[src/hdl/shs_pkg.sv]
// ----------------------------------------------------------------------------
// shs_pkg
// Types and codes shared by the source hunt sequencer modules.
// ----------------------------------------------------------------------------
package shs_pkg;

  // Command codes
  localparam logic [2:0] CMD_START      = 3'd0;
  localparam logic [2:0] CMD_ADVANCE    = 3'd1;
  localparam logic [2:0] CMD_FOUND_GOOD = 3'd2;
  localparam logic [2:0] CMD_ABORT_WIDE = 3'd3;
  localparam logic [2:0] CMD_ABORT      = 3'd4;
  localparam logic [2:0] CMD_CYCLE_VIEW = 3'd5;

  // Hunt kind codes (codes above KIND_NONE are held but start nothing)
  localparam logic [2:0] KIND_PUSH_IN         = 3'd0;
  localparam logic [2:0] KIND_PULL_OUT        = 3'd1;
  localparam logic [2:0] KIND_LONG_MARKERLESS = 3'd2;
  localparam logic [2:0] KIND_LONG_STABLE     = 3'd3;
  localparam logic [2:0] KIND_NONE            = 3'd4;

  // Configuration register indexes
  localparam logic [1:0] REG_SOURCE_COUNT      = 2'd0;
  localparam logic [1:0] REG_AUTO_SWITCH_EN    = 2'd1;
  localparam logic [1:0] REG_MARKERLESS_EN     = 2'd2;
  localparam logic [1:0] REG_MARKERLESS_INDEX  = 2'd3;

  localparam int unsigned CFG_DATA_W = 4;

  typedef struct packed {
    logic [2:0] cmd;
    logic [2:0] hunt_kind;
    logic       conclude_flag;
    logic [2:0] found_index;
    logic       markers_missing;
  } shs_in_t;

  typedef struct packed {
    logic [2:0] view_index;
    logic [2:0] track_index;
    logic       track_separate;
    logic       hunting;
    logic       advanced;
    logic       fade_request;
    logic [2:0] fade_from;
    logic       snap_request;
    logic       markerless_jump;
  } shs_out_t;

  typedef struct packed {
    logic [3:0] source_count;
    logic       auto_switch_enable;
    logic       markerless_enable;
    logic [2:0] markerless_index;
  } shs_cfg_t;

  function automatic logic kind_is_pull(input logic [2:0] kind);
    return (kind == KIND_PULL_OUT) || (kind == KIND_LONG_MARKERLESS);
  endfunction

endpackage

[src/hdl/source_hunt_sequencer_top.sv]
// ----------------------------------------------------------------------------
// source_hunt_sequencer_top
// Camera hunt sequencer: push-in and pull-out hunts over ordered sources.
// ----------------------------------------------------------------------------
// One command transaction in gives one result transaction out. An accepted
// command waits in the input register until it can step; then the next-state
// logic of shs_core writes the hunt state and the output register at the
// same edge, and the result is presented from the output register.
// Commands stream at one per cycle; the only thing that slows the input
// side is a stalled output register that already holds a result while the
// input register is also full.
// Configuration registers are written through the cfg port (always ready)
// and are meant to change only when no command is in flight.
// ----------------------------------------------------------------------------
module source_hunt_sequencer_top #(
  parameter int unsigned MAX_SOURCES = 8
) (
  input  logic              clk_i,
  input  logic              rst_ni,
  // command channel
  input  logic              in_valid_i,
  output logic              in_stall_o,
  input  shs_pkg::shs_in_t  in_data_i,
  // result channel
  output logic              out_valid_o,
  input  logic              out_stall_i,
  output shs_pkg::shs_out_t out_data_o,
  // configuration write channel
  input  logic              cfg_valid_i,
  output logic              cfg_ready_o,
  input  logic [1:0]        cfg_index_i,
  input  logic [shs_pkg::CFG_DATA_W-1:0] cfg_data_i
);
  import shs_pkg::*;

  shs_cfg_t cfg_q;

  logic      in_vld_q;
  shs_in_t   in_item_q;
  logic      out_vld_q;
  shs_out_t  out_item_q;
  shs_out_t  result;
  logic      step;
  logic      in_take;

  // Configuration writes land at once; no back pressure on this port.
  assign cfg_ready_o = 1'b1;

  always_ff @(posedge clk_i or negedge rst_ni) begin
    if (!rst_ni) begin
      cfg_q.source_count       <= 4'd1;
      cfg_q.auto_switch_enable <= 1'b0;
      cfg_q.markerless_enable  <= 1'b0;
      cfg_q.markerless_index   <= 3'd0;
    end else if (cfg_valid_i && cfg_ready_o) begin
      unique case (cfg_index_i)
        REG_SOURCE_COUNT:     cfg_q.source_count       <= cfg_data_i[3:0];
        REG_AUTO_SWITCH_EN:   cfg_q.auto_switch_enable <= cfg_data_i[0];
        REG_MARKERLESS_EN:    cfg_q.markerless_enable  <= cfg_data_i[0];
        REG_MARKERLESS_INDEX: cfg_q.markerless_index   <= cfg_data_i[2:0];
        default: begin
        end
      endcase
    end
  end

  // Advance the input register into the core whenever the output register
  // is empty or is being drained in this cycle.
  assign step       = in_vld_q && (!out_vld_q || !out_stall_i);
  // Hold off new transactions only when the input register cannot move.
  assign in_stall_o = in_vld_q && !step;
  assign in_take    = in_valid_i && !in_stall_o;

  always_ff @(posedge clk_i or negedge rst_ni) begin
    if (!rst_ni) begin
      in_vld_q <= 1'b0;
    end else if (in_take) begin
      in_vld_q <= 1'b1;
    end else if (step) begin
      in_vld_q <= 1'b0;
    end
  end

  always_ff @(posedge clk_i) begin
    if (in_take) begin
      in_item_q <= in_data_i;
    end
  end

  shs_core #(
    .MAX_SOURCES(MAX_SOURCES)
  ) u_core (
    .clk_i   (clk_i),
    .rst_ni  (rst_ni),
    .step_i  (step),
    .item_i  (in_item_q),
    .cfg_i   (cfg_q),
    .result_o(result)
  );

  // Output register: load a fresh result on step, drop it once taken.
  always_ff @(posedge clk_i or negedge rst_ni) begin
    if (!rst_ni) begin
      out_vld_q <= 1'b0;
    end else if (step) begin
      out_vld_q <= 1'b1;
    end else if (!out_stall_i) begin
      out_vld_q <= 1'b0;
    end
  end

  always_ff @(posedge clk_i) begin
    if (step) begin
      out_item_q <= result;
    end
  end

  assign out_valid_o = out_vld_q;
  assign out_data_o  = out_item_q;

endmodule

[src/hdl/shs_core.sv]
// ----------------------------------------------------------------------------
// shs_core
// Hunt state registers and the per-command next-state and result logic.
// ----------------------------------------------------------------------------
module shs_core #(
  parameter int unsigned MAX_SOURCES = 8
) (
  input  logic             clk_i,
  input  logic             rst_ni,
  input  logic             step_i,
  input  shs_pkg::shs_in_t  item_i,
  input  shs_pkg::shs_cfg_t cfg_i,
  output shs_pkg::shs_out_t result_o
);
  import shs_pkg::*;

  localparam int unsigned LOG_W = (MAX_SOURCES > 1) ? $clog2(MAX_SOURCES) : 1;
  localparam int unsigned IW    = (LOG_W > 3) ? LOG_W : 3;
  localparam int unsigned CW    = $clog2(MAX_SOURCES + 1);
  localparam int unsigned XW    = ((IW > CW) ? IW : CW) + 1;

  logic [IW-1:0] view_q, view_d;
  logic [IW-1:0] track_q, track_d;
  logic          hunt_q, hunt_d;
  logic [2:0]    kind_q, kind_d;
  logic [IW-1:0] probe_q, probe_d;
  logic [IW-1:0] stop_q, stop_d;
  logic          pull_q, pull_d;
  logic          concl_q, concl_d;

  logic [CW-1:0] count;
  logic [XW-1:0] count_x;
  logic [XW-1:0] view_inc;
  logic          do_push;
  logic          do_pull;
  logic          end_hunt;
  logic          advanced;
  logic          fade;
  logic          snap;
  logic          jump;

  // Clamp the source count to 1..MAX_SOURCES
  always_comb begin
    if (cfg_i.source_count == '0) begin
      count = CW'(1);
    end else if (int'(cfg_i.source_count) > int'(MAX_SOURCES)) begin
      count = CW'(MAX_SOURCES);
    end else begin
      count = CW'(cfg_i.source_count);
    end
  end

  assign count_x  = XW'(count);
  assign view_inc = XW'(view_q) + XW'(1);
  assign do_push  = (item_i.hunt_kind == KIND_PUSH_IN) ||
                    ((item_i.hunt_kind == KIND_LONG_STABLE) && !hunt_q);
  assign do_pull  = (item_i.hunt_kind == KIND_PULL_OUT) ||
                    ((item_i.hunt_kind == KIND_LONG_MARKERLESS) && !hunt_q);

  always_comb begin
    view_d   = view_q;
    track_d  = track_q;
    hunt_d   = hunt_q;
    kind_d   = kind_q;
    probe_d  = probe_q;
    stop_d   = stop_q;
    pull_d   = pull_q;
    concl_d  = concl_q;
    end_hunt = 1'b0;
    advanced = 1'b0;
    fade     = 1'b0;
    snap     = 1'b0;
    jump     = 1'b0;

    unique case (item_i.cmd)
      CMD_START: begin
        if (cfg_i.auto_switch_enable) begin
          kind_d  = item_i.hunt_kind;
          concl_d = item_i.conclude_flag;
          if (do_push) begin
            if (XW'(view_q) >= count_x - XW'(1)) begin
              end_hunt = 1'b1;
            end else begin
              stop_d  = view_q;
              hunt_d  = 1'b1;
              pull_d  = 1'b0;
              probe_d = IW'(count - CW'(1));
              track_d = IW'(count - CW'(1));
            end
          end else if (do_pull) begin
            if (view_q == '0) begin
              end_hunt = 1'b1;
            end else begin
              stop_d  = '0;
              hunt_d  = 1'b1;
              pull_d  = 1'b1;
              probe_d = view_q - IW'(1);
              track_d = view_q - IW'(1);
            end
          end
        end
      end
      CMD_ADVANCE: begin
        if (hunt_q) begin
          if (probe_q == '0) begin
            end_hunt = 1'b1;
          end else begin
            probe_d = probe_q - IW'(1);
            if ((XW'(probe_d) >= count_x) || (probe_d == stop_q)) begin
              end_hunt = 1'b1;
            end else begin
              track_d  = probe_d;
              advanced = 1'b1;
            end
          end
        end
      end
      CMD_FOUND_GOOD: begin
        fade   = kind_is_pull(kind_q) && (view_q != IW'(item_i.found_index));
        view_d = IW'(item_i.found_index);
        snap   = 1'b1;
        hunt_d = 1'b0;
        kind_d = KIND_NONE;
      end
      CMD_ABORT_WIDE: begin
        if (hunt_q && pull_q) begin
          hunt_d = 1'b0;
          kind_d = KIND_NONE;
        end
      end
      CMD_ABORT: begin
        hunt_d = 1'b0;
        kind_d = KIND_NONE;
      end
      CMD_CYCLE_VIEW: begin
        view_d = (view_inc >= count_x) ? '0 : IW'(view_inc);
      end
      default: begin
      end
    endcase

    // End of hunt: judge the markerless jump on the kind and flag now held
    if (end_hunt) begin
      jump   = kind_is_pull(kind_d) && item_i.markers_missing &&
               cfg_i.markerless_enable && concl_d;
      hunt_d = 1'b0;
      kind_d = KIND_NONE;
    end
  end

  always_comb begin
    result_o.view_index      = view_d[2:0];
    result_o.track_index     = track_d[2:0];
    result_o.track_separate  = hunt_d && (track_d != view_d);
    result_o.hunting         = hunt_d;
    result_o.advanced        = advanced;
    result_o.fade_request    = fade;
    result_o.fade_from       = view_q[2:0];
    result_o.snap_request    = snap;
    result_o.markerless_jump = jump;
  end

  always_ff @(posedge clk_i or negedge rst_ni) begin
    if (!rst_ni) begin
      view_q  <= '0;
      track_q <= '0;
      hunt_q  <= 1'b0;
      kind_q  <= KIND_NONE;
      probe_q <= '0;
      stop_q  <= '0;
      pull_q  <= 1'b0;
      concl_q <= 1'b0;
    end else if (step_i) begin
      view_q  <= view_d;
      track_q <= track_d;
      hunt_q  <= hunt_d;
      kind_q  <= kind_d;
      probe_q <= probe_d;
      stop_q  <= stop_d;
      pull_q  <= pull_d;
      concl_q <= concl_d;
    end
  end

  // A pull-out hunt always runs down to the widest source
  a_pull_stops_at_zero : assert property (@(posedge clk_i) disable iff (!rst_ni)
    (hunt_q && pull_q) |-> (stop_q == '0))
    else $error("pull-out hunt with nonzero stop index");

  a_fade_with_snap : assert property (@(posedge clk_i) disable iff (!rst_ni)
    (step_i && result_o.fade_request) |-> result_o.snap_request)
    else $error("fade without a found-good snap");

  a_advance_keeps_hunt : assert property (@(posedge clk_i) disable iff (!rst_ni)
    (step_i && result_o.advanced) |=> hunt_q)
    else $error("advance left the hunt inactive");

  a_jump_ends_hunt : assert property (@(posedge clk_i) disable iff (!rst_ni)
    (step_i && result_o.markerless_jump) |=> (!hunt_q && (kind_q == KIND_NONE)))
    else $error("markerless jump while a hunt is still active");

endmodule

[config.mk]
export PLATFORM = sky130hd
export DESIGN_NAME = source_hunt_sequencer_top
export DESIGN_NICKNAME = d
export VERILOG_FILES = /design/src/hdl/shs_pkg.sv /design/src/hdl/source_hunt_sequencer_top.sv /design/src/hdl/shs_core.sv
export SDC_FILE = /design/constraint.sdc
export NUM_CORES = 1
export LEC_CHECK = 0
export BUFFER_PORTS_ARGS = -buffer_cell sky130_fd_sc_hd__buf_2
export CAP_MARGIN = 20
export CORE_ASPECT_RATIO = 1.25
export CORE_MARGIN = 2
export CORE_UTILIZATION = 38
export CTS_BUF_LIST = sky130_fd_sc_hd__clkbuf_2 sky130_fd_sc_hd__clkbuf_4 sky130_fd_sc_hd__clkbuf_8
export DETAILED_ROUTE_END_ITERATION = 12
export PLACE_DENSITY = 0.56
export SKIP_CTS_REPAIR_TIMING = 1
export SYNTH_ARGS = -nofsm -noshare
export SYNTH_HDL_FRONTEND = slang
export SYNTH_SLANG_ARGS = --single-unit
[constraint.sdc]
create_clock -name clk_i -period 3.5 [get_ports clk_i]
set_input_delay 0.7 -clock clk_i [delete_from_list [all_inputs] [get_ports clk_i]]
set_output_delay 0.7 -clock clk_i [all_outputs]
set_load 0.005 [all_outputs]
Yosys cells after proc, flatten, opt, wreduce, memory -nomap -nowiden
Cells that the tools add are included.
{"block": "totals", "register_bits": 52, "latch_bits": 0, "mem_bits_rw": 0, "romBits": 0, "in_bits": 22, "output_inout_bits": 18, "word_cells": 160, "memories": 0}
{"block": "classes", "add_sub_neg": 5, "mul": 0, "n_div": 0, "magnitude_cmp": 4, "n_eq_ne": 26, "shift": 0, "muxes": 58, "n_bitwise": 2, "reduce_logical": 38}
{"cell": "$mux 3", "n": 23}
{"cell": "$mux 1", "n": 27}
{"cell": "$eq 3x2->1 const B", "n": 6}
{"cell": "$pmux 3 s2", "n": 3}
{"cell": "$eq 3x1->1 const B", "n": 4}
{"cell": "$logic_not 3->1", "n": 4}
{"cell": "$logic_and 1x1->1", "n": 11}
{"cell": "$pmux 3 s3", "n": 1}
{"cell": "$sub 3x1->3 const B", "n": 3}
{"cell": "$mux 4", "n": 2}
{"cell": "$reduce_and 8->1", "n": 1}
{"cell": "$eq 3x3->1 const B", "n": 2}
{"cell": "$logic_or 1x1->1", "n": 6}
{"cell": "$ne 2x1->1 const B", "n": 3}
{"cell": "$ne 2x2->1 const B", "n": 3}
{"cell": "$ne 3x3->1", "n": 2}
{"cell": "$reduce_and 2->1", "n": 3}
{"cell": "$reduce_and 6->1", "n": 1}
{"cell": "$reduce_bool 2->1", "n": 3}
{"cell": "$ge 3x5->1", "n": 1}
{"cell": "$logic_not 1->1", "n": 5}
{"cell": "$sub 4x1->5 const B", "n": 1}
{"cell": "$add 3x1->4 const B", "n": 1}
{"cell": "$ge 3x4->1", "n": 1}
{"cell": "15 further kinds", "n": 16}

Longest topological paths before layout
Gate-level depths: netlist of the first run.
{"block": "logic_depth", "word_depth": 11, "ltp_mapped": 11}

By module
A second synthesis of the first run with hierarchy kept.
{"block": "unflattened", "cells_unflattened": 291, "hier_area_um2": 3136.8}
{"module": "shs_core", "instances": 1, "cells_each": 233, "area_per_inst_um2": 1891.8, "seq_area_each_um2": 451.7}
{"module": "source_hunt_sequencer_top", "instances": 1, "cells_each": 58, "area_per_inst_um2": 1244.9, "seq_area_each_um2": 1057.3}

Least setup slack after synthesis of the first run
OpenSTA, ideal clock, no wires.
{"block": "synth_path", "path_kind": "register to register", "startpoint": "register cfg_q[5] (netlist bit)", "endpoint": "register out_item_q, in the netlist out_data_o[8], data pin", "arrival_time_ns": 2.602, "slack_ns": 0.627, "path_stages_with_launch": 11, "period_less_slack_ns": 2.873, "cell_sequence": "dfstp_2 o21ba_4 nor2_1 ha_1 o21ai_1 o311ai_4 and2_1 o31a_1 o32ai_1 or3_1 a41oi_2"}
{"element": "start, declared", "line": "source_hunt_sequencer_top.sv:36", "rtl": "shs_cfg_t cfg_q;"}
{"element": "end signal, assigned", "line": "source_hunt_sequencer_top.sv:114", "rtl": "out_item_q <= result;"}
{"element": "end, declared", "line": "source_hunt_sequencer_top.sv:41", "rtl": "shs_out_t out_item_q;"}

==> metrics.log, run 1 <==
[metrics] routability congestion estimate from global placement: 0.9380
[metrics] logic gate share of total power: 0.439
[metrics] maximum ir drop on the vdd rail: 216.8 uV
[metrics] start of the worst register-to-register path: cfg_q[5]
[metrics] element type at the critical path start: flip-flop
[metrics] portion of the post-synthesis area used by sequential elements: 0.4406
[metrics] CTS tree: yes
[metrics] leakage power of the design: 0.001552 uW
[metrics] setup repair after global routing missed its margin: false
[metrics] Worst Tran Pin Value: 0.6394 ns
[metrics] net count of the mapped netlist: 342
[metrics] most frequently used cell type in the post-synthesis netlist: sky130_fd_sc_hd__nand2_1
[metrics] Clock Latency Late Sink: 0.32 ns
[metrics] first-pass iteration count of the detailed router: 4
[metrics] total DRC errors in the routed layout: 0
[metrics] number of antenna violations at the first check in global routing: 0
[metrics] # clock sinks: 52
[metrics] max-capacitance violation count: 0
[metrics] number of distinct standard cells referenced by the synthesized netlist: 80
[metrics] share of the synthesized area in the top cell type: 0.2399
[metrics] CTS root buf: sky130_fd_sc_hd__clkbuf_8
[metrics] Layout area overhead: 12.23%
[metrics] Core Region: 8287 um2
[metrics] sw power: 850.5 uW
[metrics] flip-flop and latch count after synthesis: 52
[metrics] number of global-route vias before repair: 2490
[metrics] Final setup viols: 0
[metrics] worst path arrival time: 3.24 ns
[metrics] pin count of the biggest net entering global routing: 27
[metrics] critical path endpoint: out_data_o[8]
[metrics] required time at the worst-slack endpoint: 3.57 ns
[metrics] Total Neg Setup Slack: 0 ns
[metrics] wire length of the first global-routing pass: 12850 um
[metrics] Crit Path Category: flip-flop to flip-flop
[metrics] launch point of the worst path: cfg_q[5]
[metrics] die extent in x: 86.77 um
[metrics] Worst R2R Path Depth: 10
[metrics] number of placement rows: 37
[metrics] worst-path maximum fanout: 5
[metrics] die area: 9325 um2
[metrics] highest clock frequency the design can meet: 0.3157 GHz
[metrics] Clock transition at path regs: 0.11 ns
[metrics] cell area after synthesis: 3254 um2
[metrics] list of most frequent post-synthesis cells: sky130_fd_sc_hd__nand2_1 (29), sky130_fd_sc_hd__edfxtp_1 (26), sky130_fd_sc_hd__dfrtp_1 (24), sky130_fd_sc_hd__inv_1 (22), sky130_fd_sc_hd__o21ai_0 (19)
[metrics] PD cells: 590.2 nW/um2
[metrics] layout filler cell count: 793
[metrics] share of cells above drive strength 1: 0.2457
[metrics] Clock Skew: 0.01207 ns
[metrics] post-detailed-routing wire length: 7744 um
[metrics] First DRT Iteration DRCs: 129
[metrics] final worst path period share: 0.9051
[metrics] reg-to-reg setup timing slack: 0.33 ns
[metrics] endpoint of the most critical register-to-register path: out_data_o[8]
[metrics] min cycle time layout: 3.168 ns
[metrics] switch share: 0.3946
[metrics] HPWL after detailed placement: 6077 um
[metrics] tightest hold margin: 0.3924 ns
[metrics] post-synthesis async set-or-reset flop share: 0.5000
[metrics] GRT Overall Usage: 0.1795
[metrics] Die Height: 107.5 um
[metrics] result of the run: finished clean
[metrics] count of pins on the block boundary: 40
[metrics] YS warnings: 0
[metrics] final-report max-slew violation count: 0
[metrics] Num CTS Buffers: 5
[metrics] Via-to-Cell Ratio: 5.521
[metrics] CTS max path bufs: 2
[metrics] top_reg_cell synth: sky130_fd_sc_hd__edfxtp_1
[metrics] H-Tree Level Count: 2
[metrics] routed via count: 2468
[metrics] DRT antenna net count: 0
[metrics] DR WL/cell: 17.32 um
[metrics] top cells by area in the synthesized netlist: sky130_fd_sc_hd__edfxtp_1 (24%), sky130_fd_sc_hd__dfrtp_1 (18%), sky130_fd_sc_hd__ha_1 (5.0%)
[metrics] overall overflow remaining after global route: 0
[metrics] Pint: 1305 uW
[metrics] syn avg cell area: 10.60 um2
[metrics] hold violation total from the final report: 0
[metrics] number of flops mapped to enable cells by yosys: 26
[metrics] post-layout net count: 384
[metrics] clock network fraction of design power: 0.169
[metrics] type of the most critical hold path: primary input to async pin
[metrics] Rel. slew slack: 0.5728
[metrics] library cell occupying the most area in the post-synthesis netlist: sky130_fd_sc_hd__edfxtp_1
[metrics] Buffers on Ports: 38
[metrics] CP endpoint kind: flip-flop
[metrics] number of antenna cells inserted: 0
[metrics] proportion of power drawn by flip-flops and latches: 0.393
[metrics] synthesized instance count: 307
[metrics] Initial Utilization: 0.3927
## cell usage in the layout (no fill, tap or decap), types with 3 or more instances in the layout
cell type	count
sky130_fd_sc_hd__a21o_1	4
sky130_fd_sc_hd__a21oi_1	11
sky130_fd_sc_hd__a22o_1	3
sky130_fd_sc_hd__and2_1	3
sky130_fd_sc_hd__buf_2	38
sky130_fd_sc_hd__buf_4	7
sky130_fd_sc_hd__clkbuf_8	5
sky130_fd_sc_hd__dfrtp_1	24
sky130_fd_sc_hd__edfxtp_1	26
sky130_fd_sc_hd__ha_1	13
sky130_fd_sc_hd__inv_1	22
sky130_fd_sc_hd__mux2_2	6
sky130_fd_sc_hd__nand2_1	29
sky130_fd_sc_hd__nand2b_1	10
sky130_fd_sc_hd__nand3_1	8
sky130_fd_sc_hd__nor2_1	14
sky130_fd_sc_hd__nor2b_1	5
sky130_fd_sc_hd__nor3_1	6
sky130_fd_sc_hd__o21ai_0	19
sky130_fd_sc_hd__o21ai_1	4
sky130_fd_sc_hd__o22ai_1	4
sky130_fd_sc_hd__o31ai_1	4
sky130_fd_sc_hd__xnor2_1	5
sky130_fd_sc_hd__xor2_1	7
## final cells by class
type | instances | area (um2) | share of cell area
tap | 97 | 121.4 | 0.03323
sequential | 52 | 1434 | 0.3926
timing repair buffer | 45 | 242.7 | 0.06646
clock buffer | 5 | 68.82 | 0.01884
multi-input combinational | 221 | 1669 | 0.4570
clock inverter | 3 | 26.28 | 0.007194
inverter | 24 | 90.09 | 0.02467
## cells by family (layout without fill, tap and decap cells)
family	after synthesis	after routing	share of synthesized area
adders and majority gates	13	13	0.04998
other	1	1	0.001152
muxes	8	8	0.02845
and+or+nand+nor	94	94	0.1646
AOI/OAI and AO/OA	91	91	0.2211
DFF	52	52	0.4406
xor gates and xnor gates	14	14	0.04767
buffers and inverters	34	77	0.04652
## power by group through the flow
stage	Sequential (uW)	Combinational, uW	Clock, uW
floorplan	836	712	0
global placement	857	935	0
detailed placement	861	947	0
CTS	847	952	379
global route	863	1060	411
finish	846	946	364
## per-stage QoR
stage               area, um2  total power, uW  worst slack [ns]  instances    util
finish                   3652             2156            0.3323        447  0.4407
global route             3652             2335            0.1850        447  0.4407
CTS                      3652             2179            0.3288        447  0.4407
detailed placement       3557             1807            0.3398        439  0.4293
global placement         3557             1792            0.4138        439  0.4293
floorplan                3254             1548            0.6274        307       -
## sequential cells by signal (all words and copies together), names as in the netlist
signal and cells:
out_valid_o 1, cfg_q 6, in_item_q 11, u_core.concl_q 1
u_core.pull_q 1, u_core.stop_q 3, u_core.probe_q 3, in_vld_q 1
u_core.hunt_q 1, u_core.track_q 3, u_core.kind_q 3, out_data_o 15
u_core.view_q 3
## how the worst min path moves through the flow
stage / start / to / slack (ns) / cells after the start
global placement: in_vld_q / out_valid_o / 0.47 / 1
global route: rst_ni / u_core.track_q[2] / 0.43 / 1
floorplan: rst_ni / cfg_q[3] / 0.40 / 0
CTS: rst_ni / u_core.track_q[1] / 0.42 / 1
detailed placement: u_core.view_q[2] / out_data_o[4] / 0.49 / 0
finish: rst_ni / u_core.track_q[1] / 0.39 / 1
## worst max-delay path: stages, from the launching register on
cell                       delay, ns
sky130_fd_sc_hd__dfstp_2        0.54
sky130_fd_sc_hd__o21ba_4        0.18
sky130_fd_sc_hd__nor2_1         0.24
sky130_fd_sc_hd__ha_1           0.32
sky130_fd_sc_hd__o21ai_1        0.22
sky130_fd_sc_hd__o311ai_4       0.17
sky130_fd_sc_hd__and2_1         0.19
sky130_fd_sc_hd__o31a_1         0.34
sky130_fd_sc_hd__o32ai_1        0.46
sky130_fd_sc_hd__or3_1          0.19
sky130_fd_sc_hd__a41oi_2        0.10
## routing by layer
metal / global-route usage / vias up / wire length (um)
met5: 0 / - / 0
li1: - / 1212 / -
met4: 0.04576 / 0 / 119
met2: 0.3236 / 52 / 4180
met3: 0.02531 / 10 / 259
met1: 0.2226 / 1194 / 3185
Power figures use the tool's default switching activity.
==> run 2, diff against run 1 <==
--- a/config.mk
+++ b/config.mk
@@ -13,6 +13,7 @@
 export CTS_BUF_LIST = sky130_fd_sc_hd__clkbuf_2 sky130_fd_sc_hd__clkbuf_4 sky130_fd_sc_hd__clkbuf_8
 export DETAILED_ROUTE_END_ITERATION = 12
 export PLACE_DENSITY = 0.56
+export REMOVE_ABC_BUFFERS = 1
 export SKIP_CTS_REPAIR_TIMING = 1
 export SYNTH_ARGS = -nofsm -noshare
 export SYNTH_HDL_FRONTEND = slang
==> run 2 against run 1 <==
Compared with the run above:
- clock power about the same
- sequential share of layout area is 0.22 points higher
- cell count decreased by 0.45%
- design area decreased by 0.55%
- sequential power increased by 2.5%
- largest cell class unchanged
- highest routed layer unchanged
==> metrics.log, run 2 (synthesis gave the netlist of run 1 again) <==
[metrics] die extent in x: 86.77 um (unchanged)
[metrics] Buffers on Ports: 38 (unchanged)
[metrics] routability congestion estimate from global placement: 0.9612 (+2.5%)
[metrics] Via-to-Cell Ratio: 5.557 (+0.65%)
[metrics] proportion of power drawn by flip-flops and latches: 0.403 (+0.010)
[metrics] First DRT Iteration DRCs: 169 (+31%)
[metrics] number of global-route vias before repair: 2546 (+2.2%)
[metrics] most used cells in the layout excluding fill and tap cells: sky130_fd_sc_hd__buf_2 (38), sky130_fd_sc_hd__nand2_1 (29), sky130_fd_sc_hd__edfxtp_1 (26)
[metrics] endpoint of the most critical register-to-register path: out_data_o[8]
[metrics] CTS tree: yes
[metrics] Clock Latency Late Sink: 0.32 ns (about the same)
[metrics] worst-case setup slack after placement: 0.4343 ns (+0.09453 ns)
[metrics] wire length of the first global-routing pass: 12830 um (-0.10%)
[metrics] CTS max path bufs: 2 (unchanged)
[metrics] critical path endpoint: out_data_o[8]
[metrics] routed via count: 2473 (+0.20%)
[metrics] required time at the worst-slack endpoint: 3.56 ns (about the same)
[metrics] type of the most critical hold path: primary input to async pin
[metrics] final-report max-slew violation count: 0 (unchanged)
[metrics] leakage power of the design: 0.001549 uW (-0.18%)
[metrics] H-Tree Level Count: 2 (unchanged)
[metrics] # clock sinks: 52 (unchanged)
[metrics] Clock Skew: 0.01032 ns (-0.001751 ns)
[metrics] Final setup viols: 0 (unchanged)
[metrics] post-detailed-routing wire length: 7675 um (-0.89%)
[metrics] overall overflow remaining after global route: 0 (unchanged)
[metrics] count of pins on the block boundary: 40 (unchanged)
[metrics] result of the run: finished clean
[metrics] DRT antenna net count: 0 (unchanged)
[metrics] min cycle time layout: 3.068 ns (-0.09993 ns)
[metrics] final standard cell count with taps included and fillers excluded: 445 (-0.45%)
[metrics] Clock transition at path regs: 0.10 ns (about the same)
[metrics] start of the worst register-to-register path: cfg_q[7]
[metrics] total DRC errors in the routed layout: 0 (unchanged)
[metrics] die area: 9325 um2 (unchanged)
[metrics] launch point of the worst path: cfg_q[7]
[metrics] CTS root buf: sky130_fd_sc_hd__clkbuf_8
[metrics] Die Height: 107.5 um (unchanged)
[metrics] Crit Path Category: flip-flop to flip-flop
[metrics] CP endpoint kind: flip-flop
[metrics] maximum ir drop on the vdd rail: 196.3 uV (-9.5%)
[metrics] switch share: 0.3947 (about the same)
[metrics] logic gate share of total power: 0.428 (-0.011)
[metrics] highest clock frequency the design can meet: 0.3260 GHz (+3.3%)
[metrics] number of antenna violations at the first check in global routing: 0 (unchanged)
[metrics] Num CTS Buffers: 5 (unchanged)
[metrics] utilization after layout: 0.4383 (-0.002416)
[metrics] share of cells above drive strength 1: 0.2414 (-0.004335)
[metrics] sw power: 850.2 uW (about the same)
[metrics] worst path arrival time: 3.13 ns (-0.11 ns)
[metrics] first-pass iteration count of the detailed router: 4 (unchanged)
[metrics] reg-to-reg setup timing slack: 0.43 ns (+0.10 ns)
[metrics] Pint: 1304 uW (about the same)
[metrics] Rel. slew slack: 0.5316 (-0.04123)
[metrics] hold violation total from the final report: 0 (unchanged)
[metrics] Layout area overhead: 11.61%
[metrics] minimum setup slack in the final design: 0.4322 ns (+0.09993 ns)
[metrics] Core Region: 8287 um2 (unchanged)
[metrics] Total Neg Setup Slack: 0 ns (unchanged)
[metrics] HPWL after detailed placement: 5883 um (-3.2%)
[metrics] setup repair after global routing missed its margin: false
[metrics] max reg flops: 15 (unchanged)
[metrics] number of antenna cells inserted: 0 (unchanged)
[metrics] most common cell after layout, fill and taps aside: sky130_fd_sc_hd__buf_2
[metrics] PD cells: 593.0 nW/um2 (+0.48%)
[metrics] number of instances in the placed design: 437 (-0.46%)
[metrics] Initial Utilization: 0.3927 (unchanged)
[metrics] GRT Overall Usage: 0.1792 (-0.0003090)
[metrics] max-capacitance violation count: 0 (unchanged)
[metrics] final worst path period share: 0.8765 (-0.02855)
[metrics] Worst Tran Pin Value: 0.7026 ns (+0.06322 ns)
[metrics] worst-path maximum fanout: 5 (unchanged)
[metrics] Worst R2R Path Depth: 10 (unchanged)
[metrics] DR WL/cell: 17.25 um (-0.45%)
[metrics] post-layout net count: 382 (-0.52%)
[metrics] pin count of the biggest net entering global routing: 27 (unchanged)
[metrics] element type at the critical path start: flip-flop
[metrics] number of placement rows: 37 (unchanged)
[metrics] tightest hold margin: 0.3822 ns (-0.01021 ns)
[metrics] clock network fraction of design power: 0.169 (about the same)
-- run 2: critical path: stages, from the launching register on --
cell                       delay [ns]
sky130_fd_sc_hd__dfrtp_1         0.46
sky130_fd_sc_hd__o21ba_4         0.25
sky130_fd_sc_hd__nor2_1          0.22
sky130_fd_sc_hd__ha_1            0.30
sky130_fd_sc_hd__o21ai_1         0.21
sky130_fd_sc_hd__o311ai_4        0.17
sky130_fd_sc_hd__and2_1          0.19
sky130_fd_sc_hd__o31a_1          0.33
sky130_fd_sc_hd__o32ai_1         0.40
sky130_fd_sc_hd__or3_1           0.18
sky130_fd_sc_hd__a41oi_2         0.10
-- run 2: stage by stage --
stage                     area (um2)  total power [uW]
after floorplan                 3193              1531
after global placement          3542              1800
after detailed placement        3542              1801
after CTS                       3632              2163
after global routing            3632              2304
final                           3632              2154
-- run 2: worst min path at each step --
| stage | slack (ns) | endpoint | from |
|---|---|---|---|
| floorplan | 0.40 | cfg_q[3] | rst_ni |
| global placement | 0.47 | out_valid_o | in_vld_q |
| detailed placement | 0.48 | u_core.kind_q[2] | u_core.kind_q[2] |
| CTS | 0.42 | u_core.view_q[1] | rst_ni |
| global route | 0.45 | u_core.track_q[2] | rst_ni |
| finish | 0.38 | u_core.probe_q[1] | rst_ni |
-- run 2: metal layers --
metal / wire length [um] / track usage / part of all wire
met4: 241 / 0.07701 / 0.031
met3: 207 / 0.02531 / 0.027
met5: 0 / 0 / 0
met1: 3252 / 0.2110 / 0.42
met2: 3973 / 0.3203 / 0.52
-- run 2: power by group through the flow --
stage	clock (uW)	sequential (uW)	combinational, uW
3_3_place_gp	0	880	920
5_1_grt	393	885	1030
2_1_floorplan	0	864	667
6_report	365	867	922
3_5_place_dp	0	881	920
4_1_cts	372	868	924
-- run 2: area by class of cell --
| class | count | area (um2) |
|---|---|---|
| fill | 821 | 4654 |
| clock buffer | 6 | 76.32 |
| tap | 97 | 121.4 |
| sequential | 52 | 1434 |
| timing repair buffer | 43 | 227.7 |
| multi-input combinational | 221 | 1669 |
| inverter | 24 | 90.09 |
| clock inverter | 2 | 13.76 |
==> run 3, diff against run 2 <==
==> constraint.sdc (replaced) <==
create_clock -name clk_i -period 4 [get_ports clk_i]
set_input_delay 0.8 -clock clk_i [delete_from_list [all_inputs] [get_ports clk_i]]
set_output_delay 0.8 -clock clk_i [all_outputs]
set_load 0.005 [all_outputs]
==> run 3 against run 2 <==
Compared with the run above:
- via count did not move
- sequential cell count stayed put
- non-clock buffer count down 3
- first-iteration DRC count down 12%
- register-to-register slack improved by 0.16 ns
- hold slack better by 0.12 ns
- highest routed layer unchanged
==> metrics.log, run 3 (synthesis gave the netlist of run 1 again) <==
[metrics] leakage power of the design: 0.001531 uW (-1.2%)
[metrics] combined area of the multi-input logic cells: 1669 um2 (unchanged)
[metrics] DR WL/cell: 17.68 um (+2.5%)
[metrics] Clock transition at path regs: 0.10 ns (about the same)
[metrics] most used cells in the layout excluding fill and tap cells: sky130_fd_sc_hd__buf_2 (38), sky130_fd_sc_hd__nand2_1 (29), sky130_fd_sc_hd__edfxtp_1 (26)
[metrics] Clock Skew: 0.008061 ns (-0.002259 ns)
[metrics] required time at the worst-slack endpoint: 4.06 ns (+0.50 ns)
[metrics] CTS max path bufs: 2 (unchanged)
[metrics] worst path arrival time: 3.46 ns (+0.33 ns)
[metrics] post-layout net count: 379 (-0.79%)
[metrics] CTS tree: yes
[metrics] DRT antenna net count: 0 (unchanged)
[metrics] element type at the critical path start: flip-flop
[metrics] Placed Instance Area: 3520 um2 (-0.64%)
[metrics] hold violation total from the final report: 0 (unchanged)
[metrics] total DRC errors in the routed layout: 0 (unchanged)
[metrics] worst-case setup slack after placement: 0.5799 ns (+0.1456 ns)
[metrics] die extent in x: 86.77 um (unchanged)
[metrics] count of pins on the block boundary: 40 (unchanged)
[metrics] HPWL after detailed placement: 5952 um (+1.2%)
[metrics] start of the worst register-to-register path: cfg_q[7]
[metrics] maximum ir drop on the vdd rail: 182.4 uV (-7.1%)
[metrics] number of global-route vias before repair: 2495 (-2.0%)
[metrics] # clock sinks: 52 (unchanged)
[metrics] minimum setup slack in the final design: 0.5952 ns (+0.1630 ns)
[metrics] H-Tree Level Count: 2 (unchanged)
[metrics] max reg flops: 15 (unchanged)
[metrics] GRT Overall Usage: 0.1814 (+0.002177)
[metrics] first-pass iteration count of the detailed router: 5 (+1)
[metrics] Layout area overhead: 10.80%
[metrics] routed via count: 2473 (unchanged)
[metrics] Via-to-Cell Ratio: 5.595 (+0.68%)
[metrics] endpoint of the most critical register-to-register path: out_data_o[8]
[metrics] min cycle time layout: 3.405 ns (+0.3370 ns)
[metrics] First DRT Iteration DRCs: 149 (-12%)
[metrics] most common cell after layout, fill and taps aside: sky130_fd_sc_hd__buf_2
[metrics] Worst Tran Pin Value: 0.7204 ns (+0.01779 ns)
[metrics] Worst R2R Path Depth: 10 (unchanged)
[metrics] pin count of the biggest net entering global routing: 27 (unchanged)
[metrics] setup repair after global routing missed its margin: false
[metrics] Die Height: 107.5 um (unchanged)
[metrics] Final setup viols: 0 (unchanged)
[metrics] worst-path maximum fanout: 5 (unchanged)
[metrics] Rel. slew slack: 0.5197 (-0.01186)
[metrics] critical path endpoint: out_data_o[8]
[metrics] post-detailed-routing wire length: 7815 um (+1.8%)
[metrics] overall overflow remaining after global route: 0 (unchanged)
[metrics] routability congestion estimate from global placement: 0.9471 (-1.5%)
[metrics] final-report max-slew violation count: 0 (unchanged)
[metrics] Crit Path Category: flip-flop to flip-flop
[metrics] Total Neg Setup Slack: 0 ns (unchanged)
[metrics] Clock Latency Late Sink: 0.31 ns (about the same)
[metrics] Initial Utilization: 0.3927 (unchanged)
[metrics] result of the run: finished clean
[metrics] PD cells: 515.6 nW/um2 (-13%)
[metrics] Buffers on Ports: 38 (unchanged)
[metrics] reg-to-reg setup timing slack: 0.60 ns (+0.16 ns)
[metrics] launch point of the worst path: cfg_q[7]
[metrics] highest clock frequency the design can meet: 0.2937 GHz (-9.9%)
[metrics] Num CTS Buffers: 5 (unchanged)
[metrics] post-layout instance area: 3606 um2 (-0.72%)
[metrics] Core Region: 8287 um2 (unchanged)
[metrics] Reg area: 1434 um2 (unchanged)
[metrics] CTS root buf: sky130_fd_sc_hd__clkbuf_8
[metrics] share of cells above drive strength 1: 0.2319 (-0.009495)
[metrics] number of instances in the placed design: 434 (-0.69%)
[metrics] CP endpoint kind: flip-flop
[metrics] type of the most critical hold path: primary input to async pin
[metrics] final standard cell count with taps included and fillers excluded: 442 (-0.67%)
[metrics] number of antenna cells inserted: 0 (unchanged)
[metrics] final worst path period share: 0.8512 (-0.02532)
[metrics] wire length of the first global-routing pass: 12990 um (+1.2%)
[metrics] die area: 9325 um2 (unchanged)
[metrics] layout filler cell count: 809 (-1.5%)
[metrics] number of antenna violations at the first check in global routing: 0 (unchanged)
[metrics] number of placement rows: 37 (unchanged)
[metrics] max-capacitance violation count: 0 (unchanged)
[run 3: worst max-delay path, stage by stage, from the launching register on]
cell and delay (ns):
sky130_fd_sc_hd__dfrtp_1 0.46, sky130_fd_sc_hd__o21ba_4 0.25, sky130_fd_sc_hd__nor2_1 0.33, sky130_fd_sc_hd__ha_1 0.33, sky130_fd_sc_hd__o21ai_1 0.28, sky130_fd_sc_hd__o311ai_4 0.19
sky130_fd_sc_hd__and2_1 0.20, sky130_fd_sc_hd__o31a_1 0.35, sky130_fd_sc_hd__o32ai_1 0.47, sky130_fd_sc_hd__or3_1 0.19, sky130_fd_sc_hd__a41oi_2 0.11
[run 3: metal layers]
metal | track usage | share of wire
met1 | 0.2278 | 0.41
met2 | 0.3110 | 0.53
met3 | 0.02377 | 0.037
met4 | 0.07478 | 0.021
met5 | 0 | 0
[run 3: final cells by class]
cell class,instances,share of cell area
Timing Repair Buffer,40,0.05690
Clock inverter,3,0.004858
Clock buffer,5,0.01908
Sequential cell,52,0.3976
Inverter,24,0.02498
Multi-Input combinational cell,221,0.4629
Tap cell,97,0.03366
[run 3: how the worst min path moves through the flow]
stage | startpoint | to | slack [ns]
floorplan | u_core.kind_q[2] | u_core.kind_q[2] | 0.45
global placement | in_vld_q | out_valid_o | 0.47
detailed placement | in_vld_q | out_valid_o | 0.48
CTS | u_core.kind_q[2] | u_core.kind_q[2] | 0.50
global route | u_core.kind_q[2] | u_core.kind_q[2] | 0.53
finish | rst_ni | u_core.track_q[2] | 0.50
[run 3: power by group]
group          switching (uW)  internal, uW  total (uW)
sequential                110           661         771
clock                     181           123         304
combinational             446           339         784
total                     737          1120        1860
[run 3: per-stage QoR]
stage / utilization / power (uW) / hold slack, ns
floorplan: - / 1339 / 0.4465
global placement: 0.4247 / 1545 / 0.4697
detailed placement: 0.4247 / 1563 / 0.4794
CTS: 0.4352 / 1872 / 0.5018
global route: 0.4352 / 2008 / 0.5271
finish: 0.4352 / 1859 / 0.4986
